[src/lru_pkg.sv]
package lru_pkg;

  localparam int DEPTH  = 16;
  localparam int IDX_W  = 4;
  localparam int LINK_W = 5;
  localparam int DATA_W = 32;
  localparam int CNT_W  = 5;

  localparam logic [LINK_W-1:0] NULL_IDX = LINK_W'(DEPTH);

  // request codes
  localparam logic [2:0] REQ_INS_FRONT = 3'd0;
  localparam logic [2:0] REQ_INS_BACK  = 3'd1;
  localparam logic [2:0] REQ_REM_FRONT = 3'd2;
  localparam logic [2:0] REQ_REM_BACK  = 3'd3;
  localparam logic [2:0] REQ_MOVE      = 3'd4;

  // status codes
  localparam logic [1:0] ST_OK    = 2'd0;
  localparam logic [1:0] ST_FULL  = 2'd1;
  localparam logic [1:0] ST_EMPTY = 2'd2;
  localparam logic [1:0] ST_UNUSED = 2'd3;

  typedef struct packed {
    logic [2:0]        req_type;
    logic [DATA_W-1:0] payload_in;
    logic [IDX_W-1:0]  entry_handle;
  } req_t;

  typedef struct packed {
    logic [1:0]        status;
    logic [IDX_W-1:0]  handle_out;
    logic [DATA_W-1:0] payload_out;
    logic [CNT_W-1:0]  entry_count;
    logic              is_full;
    logic              is_empty;
  } rsp_t;

  // controller -> datapath
  typedef struct packed {
    logic load;   // capture request
    logic step1;  // decide, read or write entry words
    logic step2;  // first link write
    logic step3;  // second link write, finish
  } cmd_t;

endpackage

[src/lru_if.sv]
interface lru_req_if;
  import lru_pkg::*;
  logic valid;
  logic ready;
  req_t payload;
  modport source (output valid, output payload, input ready);
  modport sink (input valid, input payload, output ready);
endinterface

interface lru_rsp_if;
  import lru_pkg::*;
  logic valid;
  logic ready;
  rsp_t payload;
  modport source (output valid, output payload, input ready);
  modport sink (input valid, input payload, output ready);
endinterface

[src/lru_ctrl.sv]
module lru_ctrl (
  input  logic          clk,
  input  logic          rst,
  input  logic          in_valid,
  output logic          in_ready,
  output logic          out_valid,
  input  logic          out_ready,
  output lru_pkg::cmd_t cmd
);
  import lru_pkg::*;

  localparam logic [2:0] S_IDLE = 3'd0;
  localparam logic [2:0] S_S1   = 3'd1;
  localparam logic [2:0] S_S2   = 3'd2;
  localparam logic [2:0] S_S3   = 3'd3;
  localparam logic [2:0] S_OUT  = 3'd4;

  logic [2:0] state;
  logic [2:0] state_next;

  assign in_ready  = (state == S_IDLE);
  assign out_valid = (state == S_OUT);

  always_comb begin
    cmd = '0;
    state_next = state;
    case (state)
      S_IDLE: begin
        if (in_valid) begin
          cmd.load = 1'b1;
          state_next = S_S1;
        end
      end
      S_S1: begin
        cmd.step1 = 1'b1;
        state_next = S_S2;
      end
      S_S2: begin
        cmd.step2 = 1'b1;
        state_next = S_S3;
      end
      S_S3: begin
        cmd.step3 = 1'b1;
        state_next = S_OUT;
      end
      S_OUT: begin
        if (out_ready) state_next = S_IDLE;
      end
      default: state_next = S_IDLE;
    endcase
  end

  always_ff @(posedge clk) begin
    if (rst) state <= S_IDLE;
    else state <= state_next;
  end

endmodule

[src/lru_dp.sv]
module lru_dp (
  input  logic                  clk,
  input  logic                  rst,
  input  lru_pkg::cmd_t         cmd,
  input  lru_pkg::req_t         req_in,
  input  logic                  cfg_we,
  input  logic [4:0]            cfg_data,
  output lru_pkg::rsp_t         rsp
);
  import lru_pkg::*;

  // entry memories
  logic [DATA_W-1:0] payload_store [DEPTH];
  logic [LINK_W-1:0] next_link [DEPTH];
  logic [LINK_W-1:0] prev_link [DEPTH];
  logic [DEPTH-1:0]  entry_in_use;
  logic [IDX_W-1:0]  free_stack [DEPTH];
  logic [LINK_W-1:0] free_top;
  logic [LINK_W-1:0] head_index;
  logic [LINK_W-1:0] tail_index;
  logic [CNT_W-1:0]  count;
  logic [4:0]        max_capacity;

  req_t              req;
  logic [1:0]        status;
  logic [IDX_W-1:0]  ent;      // entry allocated, removed or moved
  logic [DATA_W-1:0] pout;
  logic [LINK_W-1:0] rd_prev;  // links of ent read in step one (old ends on insert)
  logic [LINK_W-1:0] rd_next;
  logic              act;      // request changes the list

  logic [CNT_W-1:0]  cap;
  logic              full_now;
  logic              is_ins, is_rem, is_mov;
  logic [IDX_W-1:0]  hidx, tidx, top_e;

  assign cap      = (max_capacity > CNT_W'(DEPTH)) ? CNT_W'(DEPTH) : max_capacity;
  assign full_now = (count >= cap);
  assign is_ins   = (req.req_type == REQ_INS_FRONT) || (req.req_type == REQ_INS_BACK);
  assign is_rem   = (req.req_type == REQ_REM_FRONT) || (req.req_type == REQ_REM_BACK);
  assign is_mov   = (req.req_type == REQ_MOVE);
  assign hidx     = head_index[IDX_W-1:0];
  assign tidx     = tail_index[IDX_W-1:0];
  assign top_e    = free_stack[IDX_W'(free_top - 1'b1)];

  assign rsp.status      = status;
  assign rsp.handle_out  = (is_mov || !act) ? '0 : ent;
  assign rsp.payload_out = pout;
  assign rsp.entry_count = count;
  assign rsp.is_full     = full_now;
  assign rsp.is_empty    = (count == '0);

  // configuration register
  always_ff @(posedge clk) begin
    if (rst) max_capacity <= 5'd16;
    else if (cfg_we) max_capacity <= cfg_data;
  end

  // control state
  always_ff @(posedge clk) begin
    if (rst) begin
      entry_in_use <= '0;
      free_top     <= LINK_W'(DEPTH);
      head_index   <= NULL_IDX;
      tail_index   <= NULL_IDX;
      count        <= '0;
      for (int i = 0; i < DEPTH; i++) free_stack[i] <= IDX_W'(DEPTH - 1 - i);
    end else if (cmd.step1) begin
      if (is_ins && !(full_now || free_top == '0)) begin
        free_top <= free_top - 1'b1;
        entry_in_use[top_e] <= 1'b1;
        count <= count + 1'b1;
        if (tail_index == NULL_IDX) begin
          head_index <= {1'b0, top_e};
          tail_index <= {1'b0, top_e};
        end else if (req.req_type == REQ_INS_FRONT) begin
          head_index <= {1'b0, top_e};
        end else begin
          tail_index <= {1'b0, top_e};
        end
      end else if (is_rem && count != '0 && head_index < NULL_IDX
                   && tail_index < NULL_IDX) begin
        if (req.req_type == REQ_REM_FRONT) begin
          entry_in_use[hidx] <= 1'b0;
          free_stack[free_top[IDX_W-1:0]] <= hidx;
        end else begin
          entry_in_use[tidx] <= 1'b0;
          free_stack[free_top[IDX_W-1:0]] <= tidx;
        end
        free_top <= free_top + 1'b1;
        count <= count - 1'b1;
        if (head_index == tail_index) begin
          head_index <= NULL_IDX;
          tail_index <= NULL_IDX;
        end
      end
    end else if (cmd.step2 && act) begin
      // new end pointers after removal (from the links read in step one) or move
      if (is_rem && head_index != NULL_IDX) begin
        if (req.req_type == REQ_REM_FRONT) head_index <= rd_next;
        else tail_index <= rd_prev;
      end
      if (is_mov && ent != hidx) begin
        if (tidx == ent) tail_index <= rd_prev;
        head_index <= {1'b0, ent};
      end
    end
  end

  // request capture, decision and link updates
  always_ff @(posedge clk) begin
    if (cmd.load) begin
      req <= req_in;
    end
    if (cmd.step1) begin
      status <= ST_OK;
      pout   <= '0;
      act    <= 1'b0;
      ent    <= '0;
      if (is_ins) begin
        if (full_now || free_top == '0) status <= ST_FULL;
        else begin
          act <= 1'b1;
          ent <= top_e;
          rd_next <= head_index;
          rd_prev <= tail_index;
          payload_store[top_e] <= req.payload_in;
          next_link[top_e] <= (tail_index != NULL_IDX
                               && req.req_type == REQ_INS_FRONT) ? head_index : NULL_IDX;
          prev_link[top_e] <= (tail_index != NULL_IDX
                               && req.req_type == REQ_INS_BACK) ? tail_index : NULL_IDX;
        end
      end else if (is_rem) begin
        if (count == '0 || head_index >= NULL_IDX || tail_index >= NULL_IDX)
          status <= ST_EMPTY;
        else begin
          act <= 1'b1;
          if (req.req_type == REQ_REM_FRONT) begin
            ent <= hidx;
            pout <= payload_store[hidx];
            rd_next <= next_link[hidx];
            rd_prev <= prev_link[hidx];
          end else begin
            ent <= tidx;
            pout <= payload_store[tidx];
            rd_next <= next_link[tidx];
            rd_prev <= prev_link[tidx];
          end
        end
      end else if (is_mov) begin
        if (!entry_in_use[req.entry_handle]) status <= ST_UNUSED;
        else begin
          act <= 1'b1;
          ent <= req.entry_handle;
          rd_next <= next_link[req.entry_handle];
          rd_prev <= prev_link[req.entry_handle];
        end
      end
    end
    // step two: link old end to new entry, clear new end's link, move entry to head
    if (cmd.step2 && act) begin
      if (is_ins && rd_prev != NULL_IDX) begin
        if (req.req_type == REQ_INS_FRONT) prev_link[rd_next[IDX_W-1:0]] <= {1'b0, ent};
        else next_link[rd_prev[IDX_W-1:0]] <= {1'b0, ent};
      end
      if (is_rem && head_index != NULL_IDX) begin
        if (req.req_type == REQ_REM_FRONT) prev_link[rd_next[IDX_W-1:0]] <= NULL_IDX;
        else next_link[rd_prev[IDX_W-1:0]] <= NULL_IDX;
      end
      if (is_mov && ent != hidx) begin
        next_link[rd_prev[IDX_W-1:0]] <= (tidx == ent) ? NULL_IDX : rd_next;
        prev_link[ent] <= NULL_IDX;
        next_link[ent] <= head_index;
        prev_link[hidx] <= {1'b0, ent};
      end
    end
    // step three: finish move, successor points back past the moved entry
    if (cmd.step3 && act && is_mov && rd_prev != NULL_IDX
        && rd_next != NULL_IDX && head_index == {1'b0, ent}
        && rd_next != {1'b0, ent}) begin
      prev_link[rd_next[IDX_W-1:0]] <= rd_prev;
    end
  end

endmodule

[src/lru_recency_list_unit.sv]
// LRU recency list of 16 entries with a 32-bit payload each. A request is
// taken only while the unit is idle and its result appears after the steps
// capture, decide and read, link update and finish, held until it is
// taken; the next request is accepted in the cycle after that. The link
// stores take at most two writes each per step, which sets the sequence
// length. Entries hold no reset value; handles are handed out from a free
// stack with entry zero first. max_capacity may be written only while no
// request is in flight.
module lru_recency_list_unit (
  input  logic       clk,
  input  logic       rst,
  lru_req_if.sink    req,
  lru_rsp_if.source  rsp,
  input  logic       cfg_we,
  input  logic [4:0] cfg_data
);
  import lru_pkg::*;

  cmd_t cmd;

  lru_ctrl u_ctrl (
    .clk       (clk),
    .rst       (rst),
    .in_valid  (req.valid),
    .in_ready  (req.ready),
    .out_valid (rsp.valid),
    .out_ready (rsp.ready),
    .cmd       (cmd)
  );

  lru_dp u_dp (
    .clk      (clk),
    .rst      (rst),
    .cmd      (cmd),
    .req_in   (req.payload),
    .cfg_we   (cfg_we),
    .cfg_data (cfg_data),
    .rsp      (rsp.payload)
  );

endmodule
[src/flat_wrapper.sv]
// flat-port wrapper written by rule: the top's interface ports become plain ports
module lru_recency_list_unit_flat import lru_pkg::*;
  (clk, rst, cfg_we, cfg_data, req_valid, req_payload, req_ready, rsp_valid, rsp_payload, rsp_ready);
  lru_req_if req_i ();
  lru_rsp_if rsp_i ();
  input  logic clk;
  input  logic rst;
  input  logic cfg_we;
  input  logic [4:0] cfg_data;
  input wire logic [$bits(req_i.valid)-1:0] req_valid;
  input wire logic [$bits(req_i.payload)-1:0] req_payload;
  output wire logic [$bits(req_i.ready)-1:0] req_ready;
  output wire logic [$bits(rsp_i.valid)-1:0] rsp_valid;
  output wire logic [$bits(rsp_i.payload)-1:0] rsp_payload;
  input wire logic [$bits(rsp_i.ready)-1:0] rsp_ready;
  assign req_i.valid = req_valid;
  assign req_i.payload = req_payload;
  assign req_ready = req_i.ready;
  assign rsp_valid = rsp_i.valid;
  assign rsp_payload = rsp_i.payload;
  assign rsp_i.ready = rsp_ready;
  lru_recency_list_unit u_core (.clk(clk), .rst(rst), .req(req_i), .rsp(rsp_i), .cfg_we(cfg_we), .cfg_data(cfg_data));
endmodule
[config.mk]
export PLATFORM = sky130hd
export DESIGN_NAME = lru_recency_list_unit_flat
export DESIGN_NICKNAME = d
export VERILOG_FILES = /design/src/lru_pkg.sv /design/src/lru_if.sv /design/src/lru_ctrl.sv /design/src/lru_dp.sv /design/src/lru_recency_list_unit.sv /design/src/flat_wrapper.sv
export SDC_FILE = /design/constraint.sdc
export NUM_CORES = 1
export LEC_CHECK = 0
export BUFFER_PORTS_ARGS = -buffer_cell sky130_fd_sc_hd__buf_4
export CAP_MARGIN = 20
export CORE_ASPECT_RATIO = 1.1
export CORE_MARGIN = 2
export CORE_UTILIZATION = 45
export DETAILED_ROUTE_END_ITERATION = 7
export GPL_TIMING_DRIVEN = 0
export PLACE_DENSITY = 0.62
export SYNTH_ARGS = -nofsm -noshare
export SYNTH_HDL_FRONTEND = slang
export SYNTH_SLANG_ARGS = --single-unit
[constraint.sdc]
create_clock -name clk -period 7 [get_ports clk]
set_clock_uncertainty 0.2 [all_clocks]
set_input_delay 0.35 -clock clk [delete_from_list [all_inputs] [get_ports clk]]
set_output_delay 0.35 -clock clk [all_outputs]
set_load 0.02 [all_outputs]
==> results of run 1 <==
==> sequential cells by signal (all words and copies together), names as in the netlist, 5 cells and up, named ones only <==
name                       cells
u_core.u_dp.count              5
u_core.u_dp.entry_in_use      16
u_core.u_dp.free_stack        64
u_core.u_dp.free_top           5
u_core.u_dp.head_index         5
u_core.u_dp.max_capacity       5
u_core.u_dp.next_link         80
u_core.u_dp.payload_store    512
u_core.u_dp.pout              32
u_core.u_dp.prev_link         80
u_core.u_dp.rd_next            5
u_core.u_dp.rd_prev            5
u_core.u_dp.req               39
u_core.u_dp.tail_index         5
==> report_power, final <==
group	internal, µW	switching (µW)	leakage (µW)
Clock	2750	2140	0.00148
Sequential	5880	144	0.00773
Combinational	740	1020	0.00660
Total	9380	3300	0.0158
==> critical path: cells and delay by family (launching register included) <==
family,cells,cell delay (ns)
buffers and inverters,5,1.37
adder cells (fa/ha/maj),1,0.27
AO/OA/AOI/OAI,2,1.32
multiplexers,2,1.07
AND/OR/NAND/NOR,2,1.25
flip-flops,1,0.57
==> cell type report <==
| cell class | instances | share of cell area |
|---|---|---|
| well taps | 1281 | 0.0313 |
| inverters | 27 | 0.00198 |
| clock inverters | 49 | 0.00804 |
| flip-flops and latches | 880 | 0.502 |
| clock buffers | 123 | 0.0505 |
| diodes | 1 | 0.0000489 |
| repair buffers | 216 | 0.0454 |
| multi-input cells | 1594 | 0.342 |
| plain buffers | 230 | 0.0180 |
==> logic make-up (layout without fill, tap and decap cells) <==
logic type,Yosys count,in the layout
other,0,1
XOR/XNOR,30,30
adder cells (fa/ha/maj),13,13
multiplexers,554,554
flip-flops,880,880
AND/OR/NAND/NOR,604,604
AO/OA/AOI/OAI,393,393
buffers and inverters,257,645
==> metrics by stage <==
stage	instances	power, µW	area (µm²)	utilization	TNS (ns)
global route	4400	13000	51200	0.526	0
global placement	4106	7740	46500	0.478	-438.56
finish	4401	12700	51200	0.526	0
CTS	4374	12700	50800	0.523	0
floorplan	2731	7150	44200	-	0
detailed placement	4150	7820	47300	0.486	0
==> per-layer routing <==
| layer | global-route usage | share of wire | routed length (µm) |
|---|---|---|---|
| met3 | 0.0454 | 0.080 | 11300 |
| met1 | 0.363 | 0.37 | 52500 |
| met2 | 0.467 | 0.50 | 70600 |
| met5 | 0 | 0.000092 | 13 |
| met4 | 0.138 | 0.051 | 7230 |
==> worst paths after layout <==
| path | to | slack [ns] | startpoint |
|---|---|---|---|
| worst min-delay path | u_core.u_dp.entry_in_use[7]$_SDFFE_PP0P_ | 0.14 | rst |
| worst min register to register | u_core.u_dp.prev_link[7][4]$_SDFFE_PP0N_ | 0.30 | u_core.u_dp.prev_link[7][4]$_SDFFE_PP0N_ |
| worst max register to register | u_core.u_dp.next_link[8][2]$_DFFE_PP_ | 0.57 | u_core.u_dp.free_top[0]$_SDFFE_PP0P_ |
| worst max-delay path | u_core.u_dp.next_link[8][2]$_DFFE_PP_ | 0.57 | u_core.u_dp.free_top[0]$_SDFFE_PP0P_ |
==> cell usage in the layout, fill, tap and decap left out, types with 19 or more instances in the layout <==
master         count
clkbuf_16         96
nor3_1            38
clkinv_2          21
a21oi_1          155
dfxtp_1           72
a31oi_1           25
clkbuf_1         177
buf_6             19
nand2_1          210
o21ai_0           73
buf_8             31
dlygate4sd3_1     52
nor2_1           190
buf_1             46
nand3_1           33
mux2i_1           46
a22o_1            50
mux4_2           492
buf_2             22
edfxtp_1         808
inv_1             25
buf_4             95
==> timing repair <==
action,4_1_cts,5_1_grt
hold endpoints to repair,50,0
hold buffers,52,0
endpoints found under the setup margin,0,0
==> metrics.txt, run 1 <==
# TYPE chip_impl_metric gauge
chip_impl_metric{name="chipWidth",unit="µm"} 303
chip_impl_info{name="tritoncts_clock_tree",value="done"} 1
chip_impl_metric{name="cts_setup_buffers",unit=""} 0
chip_impl_info{name="grt_setup_unrepaired",value="no"} 1
chip_impl_metric{name="asyncSetResetFlopFracSynth",unit=""} 0
chip_impl_metric{name="netlist_area",unit="µm²"} 44200
chip_impl_metric{name="power_density_over_the_cells",unit="nW/µm²"} 248
chip_impl_metric{name="period_minus_slack",unit="ns"} 6.43
chip_impl_metric{name="drt_iter0_markers",unit=""} 3695
chip_impl_metric{name="cp.arrival",unit="ns"} 6.54
chip_impl_metric{name="synth_top_cell_area_share",unit=""} 0.550
chip_impl_metric{name="antenna_found_initial",unit=""} 1
chip_impl_metric{name="drive_gt1_frac",unit=""} 0.282
chip_impl_metric{name="timing.critical_path.required",unit="ns"} 7.11
chip_impl_metric{name="final.fill_count",unit=""} 7927
chip_impl_metric{name="place_ws",unit="ns"} 0.649
chip_impl_info{name="slowest_stage",value="o21ai_0"} 1
chip_impl_metric{name="global_route.usage.total",unit=""} 0.282
chip_impl_metric{name="cts.reportedPaths.clkPinSlew",unit="ns"} 0.06
chip_impl_metric{name="route.antenna.remaining_nets",unit=""} 0
chip_impl_info{name="clk_root_buffer_cell",value="clkbuf_16"} 1
chip_impl_metric{name="yosysUniqueCellTypes",unit=""} 73
chip_impl_metric{name="vdd.ir_drop.worst",unit="mV"} 0.233
chip_impl_info{name="synth_top_cells_by_area",value="edfxtp_1, mux4_2, dfxtp_1"} 1
chip_impl_metric{name="total_leakage_power",unit="µW"} 0.0158
chip_impl_info{name="ys.flop_type",value="edfxtp_1"} 1
chip_impl_metric{name="max_stage_delay",unit="ns"} 0.94
chip_impl_metric{name="finish.net_count",unit=""} 3103
chip_impl_metric{name="grt_pass1_wl",unit="mm"} 202
chip_impl_info{name="synth.largest_area_cell",value="edfxtp_1"} 1
chip_impl_metric{name="maximum_number_of_pins_on_one_net_before_global_route_repair",unit=""} 49
chip_impl_metric{name="share_of_the_yosys_chip_area_belonging_to_registers",unit=""} 0.582
chip_impl_metric{name="vias",unit=""} 28800
chip_impl_metric{name="cts_inserted_buffers",unit=""} 92
chip_impl_metric{name="clock_tree.htree_level_count",unit=""} 3
chip_impl_metric{name="gp_congestion",unit=""} 0.976
chip_impl_metric{name="synth_compound_area_frac",unit=""} 0.0572
chip_impl_info{name="critPathLaunchType",value="flip-flop"} 1
chip_impl_metric{name="synthesized_flop_and_latch_total",unit=""} 880
chip_impl_metric{name="area_occupied_by_multi_input_gates",unit="µm²"} 17500
chip_impl_metric{name="finalHoldViolations",unit=""} 0
chip_impl_metric{name="synthesis.instances",unit=""} 2731
chip_impl_metric{name="hpwlAfterDp",unit="mm"} 98.6
chip_impl_metric{name="max_slew_margin",unit=""} 0.222
chip_impl_metric{name="starting_density_of_the_core",unit=""} 0.454
chip_impl_metric{name="clk-insertion-delay-late",unit="ns"} 0.69
chip_impl_metric{name="cts.repair.resized",unit=""} 0
chip_impl_metric{name="synth.net_count",unit=""} 2793
chip_impl_metric{name="maxClockFrequency",unit="MHz"} 155
chip_impl_info{name="dominant_combinational_cell_family_by_area_after_synthesis",value="multiplexers"} 1
chip_impl_metric{name="synth-simple-area-share",unit=""} 0.0614
chip_impl_metric{name="top_fanout_value_on_the_critical_path",unit=""} 10
chip_impl_metric{name="min_path_cells",unit=""} 3
chip_impl_info{name="yosys-top-cells-count",value="edfxtp_1, mux4_2, nand2_1"} 1
chip_impl_metric{name="max-clock-path-buffers",unit=""} 3
chip_impl_metric{name="mapped_avg_cell_area",unit="µm²"} 16.2
chip_impl_metric{name="drc_errors",unit=""} 0
chip_impl_metric{name="ioPinCount",unit=""} 96
chip_impl_metric{name="post_synthesis_mux_area_share",unit=""} 0.266
chip_impl_metric{name="synth_enable_flop_cells",unit=""} 808
chip_impl_metric{name="first_pass_drt_iterations",unit=""} 6
chip_impl_metric{name="reg2regPathDepth",unit=""} 12
chip_impl_metric{name="numClockSinks",unit=""} 880
chip_impl_metric{name="synth_xor_area_frac",unit=""} 0.00629
chip_impl_metric{name="report.final.slew_viol_count",unit=""} 0
chip_impl_metric{name="hold_ws",unit="ns"} 0.143
chip_impl_metric{name="die_height",unit="µm"} 333
chip_impl_info{name="crit_chain",value="buf_6 -> buf_6 -> inv_1 -> ha_1 -> clkbuf_1 -> buf_2 -> mux4_2 -> mux4_2 -> nor2_1 -> nand2_1 -> a21boi_0 -> o21ai_0"} 1
chip_impl_metric{name="finalCritPeriodShare",unit=""} 0.919
chip_impl_metric{name="synth_fa_ha_area_frac",unit=""} 0.00385
chip_impl_info{name="status",value="complete, no violations"} 1
chip_impl_metric{name="core.rowCount",unit=""} 120
chip_impl_metric{name="overflow",unit=""} 0
chip_impl_metric{name="layout_setup_ws",unit="ns"} 0.567
chip_impl_info{name="post-synth-top-count-cell",value="edfxtp_1"} 1
chip_impl_metric{name="first_global_vias",unit=""} 29400
chip_impl_metric{name="floorplan.die_area",unit="µm²"} 101000
chip_impl_metric{name="finalSetupViolCount",unit=""} 0
chip_impl_metric{name="viasPerCell",unit=""} 6.55
chip_impl_metric{name="ys_warn_count",unit=""} 0
chip_impl_info{name="critical_path.endpoint_type",value="flip-flop"} 1
chip_impl_metric{name="max_slew.worst_pin.slew",unit="ns"} 1.17
chip_impl_metric{name="i_o_buffers",unit=""} 94
chip_impl_info{name="hp-class",value="input pin to flip-flop"} 1
chip_impl_metric{name="wl_per_cell",unit="µm"} 32.2
chip_impl_metric{name="wl",unit="mm"} 142
chip_impl_metric{name="drv.max_cap_violation_count",unit=""} 0
chip_impl_info{name="critPathKind",value="flip-flop to flip-flop"} 1
chip_impl_metric{name="syn2layout_area_growth",unit="%"} 15.9
chip_impl_metric{name="layout.area.seq",unit="µm²"} 25700
chip_impl_metric{name="core_area",unit="µm²"} 97300
Note: power is estimated with default switching activity, not from simulation.
==> inputs of run 2 (changes only) <==
- CORE_ASPECT_RATIO: 1.1 -> 0.7
==> run 2 against run 1 <==
Register-to-register slack improved by 0.04 ns. Count of clock-buffer cells in the layout is 11 lower. Combinational power about the same. Total power rose by 1.2%. Sequential share of layout area fell by 0.069 points. Largest cell class unchanged.
==> metrics.txt, run 2 (synthesis gave the netlist of run 1 again) <==
# TYPE chip_impl_metric gauge
chip_impl_info{name="status",value="complete, no violations"} 1
chip_impl_metric{name="finish.cell_count_without_fillers",unit=""} 4427
chip_impl_metric{name="syn2layout_area_growth",unit="%"} 16.1
chip_impl_metric{name="cts_setup_buffers",unit=""} 0
chip_impl_metric{name="max_slew_margin",unit=""} 0.208
chip_impl_metric{name="drv.max_cap_violation_count",unit=""} 0
chip_impl_metric{name="wl_per_cell",unit="µm"} 32.1
chip_impl_metric{name="drive_gt1_frac",unit=""} 0.282
chip_impl_metric{name="maximum_number_of_pins_on_one_net_before_global_route_repair",unit=""} 43
chip_impl_metric{name="maxClockFrequency",unit="MHz"} 156
chip_impl_metric{name="cp.arrival",unit="ns"} 6.48
chip_impl_metric{name="core_area",unit="µm²"} 97700
chip_impl_metric{name="fin_area",unit="µm²"} 51200
chip_impl_metric{name="layout_setup_ws",unit="ns"} 0.609
chip_impl_metric{name="ioPinCount",unit=""} 96
chip_impl_metric{name="antenna-diode-count",unit=""} 0
chip_impl_info{name="critical_path.endpoint_type",value="flip-flop"} 1
chip_impl_metric{name="period_minus_slack",unit="ns"} 6.39
chip_impl_metric{name="finalHoldViolations",unit=""} 0
chip_impl_metric{name="report.final.slew_viol_count",unit=""} 0
chip_impl_metric{name="final.fill_count",unit=""} 7862
chip_impl_info{name="hp-class",value="input pin to flip-flop"} 1
chip_impl_metric{name="final_core_occ",unit=""} 0.525
chip_impl_metric{name="numPlacedInstances",unit=""} 4190
chip_impl_metric{name="wl",unit="mm"} 142
chip_impl_info{name="final_cell_mix",value="edfxtp_1, mux4_2, nand2_1"} 1
chip_impl_metric{name="starting_density_of_the_core",unit=""} 0.452
chip_impl_metric{name="power.switching_fraction",unit=""} 0.260
chip_impl_metric{name="die_height",unit="µm"} 266
chip_impl_metric{name="numClockSinks",unit=""} 880
chip_impl_metric{name="max_stage_delay",unit="ns"} 0.87
chip_impl_metric{name="vdd.ir_drop.worst",unit="mV"} 0.197
chip_impl_metric{name="drt_iter0_markers",unit=""} 4566
chip_impl_metric{name="clock_tree.htree_level_count",unit=""} 3
chip_impl_metric{name="timing.critical_path.required",unit="ns"} 7.09
chip_impl_metric{name="cts.repair.resized",unit=""} 0
chip_impl_metric{name="first_pass_drt_iterations",unit=""} 7
chip_impl_metric{name="post-layout-total-power",unit="µW"} 12800
chip_impl_info{name="crit_chain",value="buf_6 -> buf_6 -> inv_1 -> ha_1 -> clkbuf_1 -> buf_2 -> mux4_2 -> mux4_2 -> nor2_1 -> nand2_1 -> a21boi_0 -> buf_2 -> o21ai_0"} 1
chip_impl_metric{name="power_density_over_the_cells",unit="nW/µm²"} 250
chip_impl_info{name="critPathKind",value="flip-flop to flip-flop"} 1
chip_impl_info{name="registers.top_by_ff_count",value="u_core.u_dp.payload_store"} 1
chip_impl_metric{name="first_global_vias",unit=""} 28900
chip_impl_metric{name="total_leakage_power",unit="µW"} 0.0157
chip_impl_metric{name="grt_pass1_wl",unit="mm"} 203
chip_impl_metric{name="switchingPower",unit="µW"} 3340
chip_impl_metric{name="place_ws",unit="ns"} 0.837
chip_impl_metric{name="max-clock-path-buffers",unit=""} 3
chip_impl_info{name="layout_commonest_cell",value="edfxtp_1"} 1
chip_impl_metric{name="top_fanout_value_on_the_critical_path",unit=""} 10
chip_impl_info{name="tritoncts_clock_tree",value="done"} 1
chip_impl_info{name="clk_root_buffer_cell",value="clkbuf_16"} 1
chip_impl_metric{name="holdBufCountCts",unit=""} 52
chip_impl_metric{name="gp_congestion",unit=""} 1.04
chip_impl_metric{name="finalCritPeriodShare",unit=""} 0.913
chip_impl_info{name="critPathLaunchType",value="flip-flop"} 1
chip_impl_metric{name="detailed_place.area",unit="µm²"} 47400
chip_impl_metric{name="finish.net_count",unit=""} 3094
chip_impl_metric{name="p_int",unit="µW"} 9490
chip_impl_info{name="grt_setup_unrepaired",value="no"} 1
chip_impl_metric{name="i_o_buffers",unit=""} 94
chip_impl_metric{name="cts.reportedPaths.clkPinSlew",unit="ns"} 0.06
chip_impl_metric{name="hpwlAfterDp",unit="mm"} 98.9
chip_impl_metric{name="vias",unit=""} 29400
chip_impl_metric{name="finalSetupViolCount",unit=""} 0
chip_impl_info{name="critPathTopFamily",value="buffers and inverters"} 1
chip_impl_metric{name="overflow",unit=""} 0
chip_impl_metric{name="power_frac_seq",unit=""} 0.470
chip_impl_metric{name="global_route.usage.total",unit=""} 0.283
chip_impl_metric{name="core.rowCount",unit=""} 96
chip_impl_metric{name="largest_reg_flops",unit=""} 512
chip_impl_metric{name="clkPwrFrac",unit=""} 0.392
chip_impl_metric{name="critPathBufInv",unit=""} 6
chip_impl_metric{name="viasPerCell",unit=""} 6.65
chip_impl_metric{name="power.share.combinational",unit=""} 0.138
chip_impl_metric{name="antenna_found_initial",unit=""} 1
chip_impl_metric{name="max_slew.worst_pin.slew",unit="ns"} 1.19
chip_impl_metric{name="drc_errors",unit=""} 0
chip_impl_metric{name="floorplan.die_area",unit="µm²"} 101000
chip_impl_metric{name="route.antenna.remaining_nets",unit=""} 0
chip_impl_metric{name="chipWidth",unit="µm"} 378
chip_impl_info{name="slowest_stage",value="o21ai_0"} 1
chip_impl_info{name="reg_top3",value="u_core.u_dp.payload_store (512), u_core.u_dp.next_link (80), u_core.u_dp.prev_link (80)"} 1
chip_impl_metric{name="cts_inserted_buffers",unit=""} 89
chip_impl_metric{name="clk-insertion-delay-late",unit="ns"} 0.68
run 2: cell count changes in the layout (fill, tap and decap cells not counted), moves of 2 or more:
cell        change
buf_6           -8
clkbuf_2        -2
nor4_2          +2
buf_12          +4
clkbuf_16       -6
nor4_1          -2
inv_6           +3
clkinvlp_4      +4
clkinv_2        -8
clkbuf_8        -4
buf_2           +2
bufinv_16       +8
clkinv_1        -5
run 2: metrics by stage:
step           hold WS (ns)  TNS, ns
2_1_floorplan         0.249        0
3_3_place_gp          0.271  -401.06
3_5_place_dp          0.283        0
4_1_cts               0.102        0
5_1_grt               0.150        0
6_report              0.153        0
run 2: power by group through the flow:
| stage | Sequential, µW | Clock (µW) | Combinational, µW |
|---|---|---|---|
| after detailed placement | 6140 | 0 | 1690 |
| after floorplan | 6090 | 0 | 1060 |
| after global routing | 6050 | 5270 | 1840 |
| final | 6030 | 5030 | 1780 |
| after CTS | 6030 | 5070 | 1720 |
| after global placement | 6130 | 0 | 1620 |
run 2: layout make-up:
cell class	instances	area (µm²)	area share
sequential	880	25700	0.502
multi-input combinational	1594	17500	0.342
clock buffer	112	2370	0.0463
timing repair buffer	210	2280	0.0445
tap	1323	1660	0.0323
buffer	230	923	0.0180
clock inverter	51	669	0.0131
inverter	27	101	0.00198
run 2: per-layer routing:
metal | share of wire | routed length, µm | global-route usage
met5 | 0 | 0 | 0
met4 | 0.026 | 3760 | 0.0728
met3 | 0.13 | 18100 | 0.0770
met2 | 0.44 | 61800 | 0.408
met1 | 0.41 | 58400 | 0.427
run 2: worst reg2reg max path: cells and delay by family (launching register included):
kind | cells | cell delay [ns]
buf+inv | 6 | 1.53
mux | 2 | 1.06
simple gates | 2 | 1.24
fa+ha+maj | 1 | 0.28
compound gates | 2 | 1.13
flops | 1 | 0.57
run 2: worst paths after layout:
path                                        start                                         end  slack [ns]  cells after the start
min reg2reg  u_core.u_dp.free_top[4]$_SDFFE_PP1P_        u_core.u_dp.free_top[4]$_SDFFE_PP1P_        0.30                      2
max          u_core.u_dp.free_top[0]$_SDFFE_PP0P_       u_core.u_dp.next_link[8][0]$_DFFE_PP_        0.61                     13
max reg2reg  u_core.u_dp.free_top[0]$_SDFFE_PP0P_       u_core.u_dp.next_link[8][0]$_DFFE_PP_        0.61                     13
min                                           rst  u_core.u_dp.free_stack[6][3]$_SDFFCE_PN1P_        0.15                      5
